$ cat src/rtl/slb_pkg.sv
// Shared types, codes and keyboard tables for the scan code line buffer.
package slb_pkg;

    localparam int RING_DEPTH_DEF = 1024;
    localparam int LINE_MAX_DEF   = 64;

    // Command codes
    localparam logic CMD_SCAN = 1'b0;
    localparam logic CMD_READ = 1'b1;

    // Result kinds
    localparam logic [2:0] K_NONE      = 3'd0;
    localparam logic [2:0] K_BACKSPACE = 3'd1;
    localparam logic [2:0] K_TYPED     = 3'd2;
    localparam logic [2:0] K_LINECHAR  = 3'd3;
    localparam logic [2:0] K_LINEEND   = 3'd4;
    localparam logic [2:0] K_READCHAR  = 3'd5;
    localparam logic [2:0] K_READEMPTY = 3'd6;

    // Set-1 scan codes
    localparam logic [7:0] SC_ENTER     = 8'h1C;
    localparam logic [7:0] SC_BKSP      = 8'h0E;
    localparam logic [7:0] SC_LSHIFT    = 8'h2A;
    localparam logic [7:0] SC_RSHIFT    = 8'h36;
    localparam logic [7:0] SC_LSHIFT_UP = 8'hAA;
    localparam logic [7:0] SC_RSHIFT_UP = 8'hB6;
    localparam logic [7:0] SC_CAPS      = 8'h3A;
    localparam logic [7:0] SC_TOP       = 8'd58;

    localparam logic [6:0] CASE_DELTA = 7'd32;

    typedef enum logic [1:0] {
        S_IDLE,
        S_EXEC,
        S_DRAIN
    } t_state;

    typedef struct packed {
        logic       cmd;
        logic [7:0] key_code;
    } t_in_word;

    typedef struct packed {
        logic [2:0] kind;
        logic [6:0] character;
        logic       last;
    } t_out_word;

    // Unshifted table, padded to 64 entries; only codes up to SC_TOP are looked up
    localparam logic [6:0] PLAIN_MAP [0:63] = '{
        7'h00, 7'h1B, 7'h31, 7'h32, 7'h33, 7'h34, 7'h35, 7'h36,
        7'h37, 7'h38, 7'h39, 7'h30, 7'h2D, 7'h3D, 7'h08, 7'h09,
        7'h71, 7'h77, 7'h65, 7'h72, 7'h74, 7'h79, 7'h75, 7'h69,
        7'h6F, 7'h70, 7'h5B, 7'h5D, 7'h0A, 7'h00, 7'h61, 7'h73,
        7'h64, 7'h66, 7'h67, 7'h68, 7'h6A, 7'h6B, 7'h6C, 7'h3B,
        7'h27, 7'h60, 7'h00, 7'h5C, 7'h7A, 7'h78, 7'h63, 7'h76,
        7'h62, 7'h6E, 7'h6D, 7'h2C, 7'h2E, 7'h2F, 7'h00, 7'h2A,
        7'h00, 7'h20, 7'h00, 7'h00, 7'h00, 7'h00, 7'h00, 7'h00
    };

    localparam logic [6:0] SHIFT_MAP [0:63] = '{
        7'h00, 7'h1B, 7'h21, 7'h40, 7'h23, 7'h24, 7'h25, 7'h5E,
        7'h26, 7'h2A, 7'h28, 7'h29, 7'h5F, 7'h2B, 7'h08, 7'h09,
        7'h51, 7'h57, 7'h45, 7'h52, 7'h54, 7'h59, 7'h55, 7'h49,
        7'h4F, 7'h50, 7'h7B, 7'h7D, 7'h0A, 7'h00, 7'h41, 7'h53,
        7'h44, 7'h46, 7'h47, 7'h48, 7'h4A, 7'h4B, 7'h4C, 7'h3A,
        7'h22, 7'h7E, 7'h00, 7'h7C, 7'h5A, 7'h58, 7'h43, 7'h56,
        7'h42, 7'h4E, 7'h4D, 7'h3C, 7'h3E, 7'h3F, 7'h00, 7'h2A,
        7'h00, 7'h20, 7'h00, 7'h00, 7'h00, 7'h00, 7'h00, 7'h00
    };

endpackage

$ cat src/rtl/slb_keymap.sv
// Scan code to ASCII lookup with shift and caps lock.
module slb_keymap
    import slb_pkg::*;
(
    input  logic [7:0] i_code,
    input  logic       i_shift,
    input  logic       i_caps,
    output logic [6:0] o_char
);

    logic [6:0] base_char;

    always_comb begin
        base_char = 7'd0;
        if (i_code <= SC_TOP) begin
            base_char = i_shift ? SHIFT_MAP[i_code[5:0]] : PLAIN_MAP[i_code[5:0]];
        end
    end

    // swap letter case while caps lock is on
    always_comb begin
        o_char = base_char;
        if (i_caps) begin
            if (base_char >= 7'h61 && base_char <= 7'h7A) begin
                o_char = base_char - CASE_DELTA;
            end else if (base_char >= 7'h41 && base_char <= 7'h5A) begin
                o_char = base_char + CASE_DELTA;
            end
        end
    end

endmodule

$ cat config.mk
export PLATFORM = sky130hd
export DESIGN_NAME = slb_keymap
export DESIGN_NICKNAME = d
export VERILOG_FILES = /design/src/rtl/slb_pkg.sv /design/src/rtl/slb_keymap.sv
export SDC_FILE = /design/constraint.sdc
export NUM_CORES = 1
export LEC_CHECK = 0
export BUFFER_PORTS_ARGS = -buffer_cell sky130_fd_sc_hd__clkbuf_2
export CORE_UTILIZATION = 55
export DETAILED_ROUTE_END_ITERATION = 7
export GPL_ROUTABILITY_DRIVEN = 1
export PLACE_DENSITY = 0.85
export SYNTH_ARGS = -nofsm -noshare
export SYNTH_HDL_FRONTEND = slang
export SYNTH_SLANG_ARGS = --single-unit
$ cat constraint.sdc
create_clock -name vclk -period 13.5
set_input_delay 2.7 -clock vclk [all_inputs]
set_output_delay 2.7 -clock vclk [all_outputs]
set_load 0.02 [all_outputs]
Yosys cells after proc, flatten, opt, wreduce, memory -nomap -nowiden
Memory sizes are Yosys's and may differ from the RTL's.
Cells that the tools add are included.
- register bits: 0
- latch bits: 0
- bits in writable memories: 0
- memory bits (read-only): 896
- input port bits: 10
- output and inout port bits: 7
- word-level logic and storage cells: 22
- memories kept: 2
- memories (memory ; words ; width ; rd ports ; clocked after Yosys merged registers in ; wr ports ; line ; RTL):
    (name not given) ; 64 ; 7 ; 1 ; 0 ; 0 ; slb_keymap.sv:16 ; base_char = i_shift ? SHIFT_MAP[i_code[5:0]] : PLAIN_MAP[i_code[5:0]];
    (name not given) ; 64 ; 7 ; 1 ; 0 ; 0 ; slb_keymap.sv:16 ;
- add/subtract/negate cells: 2
- multiply operators: 0
- div/mod/pow operators: 0
- order comparisons: 6
- equal/unequal tests: 0
- shift operators: 0
- mux-type cells: 9
- bitwise gates (word level): 1
- reductions and logical operators: 2
- operators with widths (operator ; number):
    7-bit 2-to-1 mux ; 9
    7-bit greater-or-equal comparator (second input constant) ; 3
    7-bit less-or-equal comparator (second input constant) ; 2
    8-bit by 6-bit less-or-equal comparator with 1-bit output (second input constant) ; 1
    7-bit by 6-bit adder with 7-bit output (second input constant) ; 1
    6-bit inverter with 7-bit output ; 1
    7-bit by 6-bit subtractor with 7-bit output (second input constant) ; 1
    1-bit logical AND ; 2

Longest topological paths before layout
- depth after elaboration: 11
- mapped depth: 16
- mapped depth without buffers: 14

Worst setup path after synthesis
Ideal clock, no wire load.
- kind: input -> output
- start: in i_code[1]
- end: out o_char[5]
- data arrival time: 5877 ps
- required time: 10800 ps
- slack: 4923 ps
- cell stages on the path: 15
- path buffers: 2
- path through: clkbuf_1 inv_1 ha_1 mux2_1 a221oi_1 a311oi_1 o22a_1 or2_1 clkbuf_1 ha_1 o2111a_1 nor4b_1 o2111ai_1 a21bo_2 xnor2_1
- longest elaborated chain between the ends: 11
- elaborated cells on any way between the ends: 21
- those cells by class: 2 x add/sub; 5 x order compare; 9 x mux; 1 x bitwise; 2 x reduce/logical; 2 x memory
- ends and longest elaborated chain (what ; line ; RTL):
    from (decl) ; slb_keymap.sv:5 ; input logic [7:0] i_code,
    6-bit inverter with 7-bit output (not written as such) ; slb_keymap.sv:16 ;
    memory read 64 x 7 bit ; n/a ;
    7-bit 2-to-1 mux (not written as such) (2 in series) ; slb_keymap.sv:16 ;
    7-bit 2-to-1 mux ; slb_keymap.sv:16 ;
    7-bit 2-to-1 mux * ; slb_keymap.sv:15 ; if (i_code <= SC_TOP) begin
    7-bit greater-or-equal comparator / 7-bit less-or-equal comparator (equally long branches) ; slb_keymap.sv:26 ; end else if (base_char >= 7'h41 && base_char <= 7'h5A) begin
    1-bit logical AND ; slb_keymap.sv:26 ;
    7-bit 2-to-1 mux ; slb_keymap.sv:26 ;
    7-bit 2-to-1 mux ; slb_keymap.sv:24 ; if (base_char >= 7'h61 && base_char <= 7'h7A) begin
    7-bit 2-to-1 mux * ; slb_keymap.sv:23 ; if (i_caps) begin
    to (decl) ; slb_keymap.sv:8 ; output logic [6:0] o_char
Every way passes the cells marked *; elsewhere a longest branch is shown, timed or not. The select of a mux whose other input is x is not followed.

Worst setup path in the final report
- start: in i_code[2]
- end: out o_char[6]
Same word-level chain as after synthesis.

==> out/qor.txt <==
status: finished, final reports clean
Initial Util: 0.579
CP Launch Point: i_code[2]
switching portion of total power: 0.629
# IOs: 17
Setup TNS Final: 0 ns
Setup CP Type: in -> out
simple-gate area share of the yosys netlist: 0.303
first-pass GRT wire length: 6.34 mm
number of port buffers: 17
RD Place Congestion: 0.928
Die H: 53.1 um
sw power: 29.8 uW
final worst slack: 4.43 ns
P_leak: 0.609 nW
Syn. warnings: 0
FF+latch area: 0 um2
synth unique cells: 63
HP Start: i_code[6]
Final Non-Filler Cells: 232
die width: 53.1 um
DR DRC count: 0
final period utilization: 0.672
Synth top area share: 0.122
data arrival time of the critical path: 6.37 ns
hpwl dp: 2.72 mm
Inst Count DP: 232
Critical-path top delay cell: clkbuf_2
post-cts hold buffer count: 0
top cells by count, synth: 14 x ha_1, 13 x nor2_1, 12 x nand2_1, 10 x nor2b_1
Site Rows: 18
pin count of the biggest net entering global routing: 46
top cells by area, synth: ha_1 12%, mux2i_1 4.9%, nor2b_1 4.4%
antenna-violating nets left: 0
endpoints failing hold: 0
DR vias: 1634
gate count of the mapped netlist: 204
Syn Std Cell Area: 1430 um2
post-synthesis net count: 228
layout cells sized above 1: 0.149
vias per cell: 7.04
internal power: 17.6 uW
Startpoint Class: input port
vias in the first global route: 1300
cell area after layout: 1460 um2
Comb power frac: 1.000
RSZ-0062 raised after global routing: false
peak supply drop: 29.0 uV
sequential area share after synthesis: 0
PostCTS Resize Cnt: 0
clock buffer count: 0
Die Area: 2820 um2
Post-Synth Adder-Cell Area: 0.122
drt pass-1 iters: 5
largest family of logic cells by synthesized area: compound AO/OA/AOI/OAI gates
worst path buffer plus inverter count: 5
setup violators final: 0
seq_cells: 0
ANT cells: 0
Flop pwr share: 0
minimum clock period: 9.07 ns
Placement Setup Slack: 4.51 ns
Worst Path Max Fanout: 45
DP Area: 1460 um2
Final Net Count: 228
Post-Route WL: 3.89 mm
max-slew violation count: 0
Yosys top cell by area: ha_1
1st-iter DRT viols: 111
Post-Synth XOR/XNOR Area: 0.0122
most numerous cell in the Yosys netlist: ha_1
Core ar.: 2480 um2
fmax: 0.110 GHz
overall global routing resource usage: 0.297
clock share of power: 0
Crit path required time: 10.80 ns
Layout area overhead: 1.48%
Worst Hold Class: in -> out
delay-heaviest family, CP: compound AO/OA/AOI/OAI gates
crit-path cells: clkbuf_2 -> inv_4 -> ha_1 -> mux2_1 -> a221oi_1 -> a311oi_1 -> o22a_1 -> or2_1 -> inv_1 -> ha_1 -> inv_1 -> a2111oi_1 -> o31a_1 -> a21bo_2 -> o221a_1 -> clkbuf_2
Fill cells: 248
worst slew pin tran: 0.823 ns
CP peak stage delay: 0.62 ns
power per cell area: 32.5 nW/um2
Rel. slew slack: 0.451
Compound-Gate Fraction of Synth Area: 0.384
initial antenna violation count: 0
Wirelength per Cell: 16.8 um
syn avg cell area: 7.03 um2
mux share of post-synthesis cell area: 0.0803
grt total ovfl: 0
area occupied by multi-input gates: 1290 um2
Setup crit end kind: primary output
maxcap violations: 0
postcts setup bufs: 0
## tightest hold or removal path, cell delays in order
cell and delay [ns]:
clkbuf_2 0.07, nor2_1 0.04, nand4_1 0.12, inv_1 0.07, clkbuf_2 0.15
## cell usage in the layout (no fill, tap or decap), drive strengths merged, types with 5 or more instances in the layout
| cell | synthesis | final |
|---|---|---|
| clkbuf | 8 | 17 |
| nand2 | 12 | 12 |
| nor2 | 13 | 13 |
| ha | 14 | 14 |
| inv | 10 | 10 |
| o21ai | 9 | 9 |
| nand2b | 9 | 9 |
| nor2b | 10 | 10 |
| nand3 | 7 | 7 |
| a21oi | 8 | 8 |
| mux2i | 7 | 7 |
| a211oi | 5 | 5 |
| o211ai | 9 | 9 |
| or2 | 5 | 5 |
## layer usage
| metal | part of all wire | global-route usage | wire, um | vias to the layer above |
|---|---|---|---|---|
| met1 | 0.44 | 0.444 | 1720 | 757 |
| li1 | - | - | - | 785 |
| met5 | 0 | 0 | 0 | - |
| met2 | 0.47 | 0.464 | 1820 | 82 |
| met4 | 0.020 | 0.0614 | 78 | 0 |
| met3 | 0.069 | 0.00862 | 267 | 10 |
## power by group through the flow
stage	logic, mW	clock network, mW	registers, mW
floorplan	0.0368	0	0
global route	0.0522	0	0
detailed placement	0.0461	0	0
finish	0.0474	0	0
CTS	0.0464	0	0
global placement	0.0460	0	0
## path summary, 6_finish.rpt
kind | end | slack, ns | cells after the start
worst min-delay path | o_char[2] | 5.86 | 5
worst max-delay path | o_char[6] | 4.43 | 16
## cells by family after synthesis
logic type	count (synthesis)
AND/OR/NAND/NOR	78
AO/OA/AOI/OAI	70
buffers and inverters	29
adder cells (fa/ha/maj)	14
multiplexers	11
XOR/XNOR	2
## final cells by class
class / instances / area share
Tap cell: 30 / 0.0258
Timing Repair Buffer: 17 / 0.0585
Inverter: 10 / 0.0275
Multi-Input combinational cell: 175 / 0.888
## per-stage QoR
stage               hold WS (ns)  power (mW)   util
floorplan                   5.65      0.0368      -
global placement            5.85      0.0460  0.587
detailed placement          5.86      0.0461  0.587
CTS                         5.86      0.0464  0.587
global route                5.89      0.0522  0.587
finish                      5.86      0.0474  0.587
Note: power is estimated with default switching activity, not from simulation.
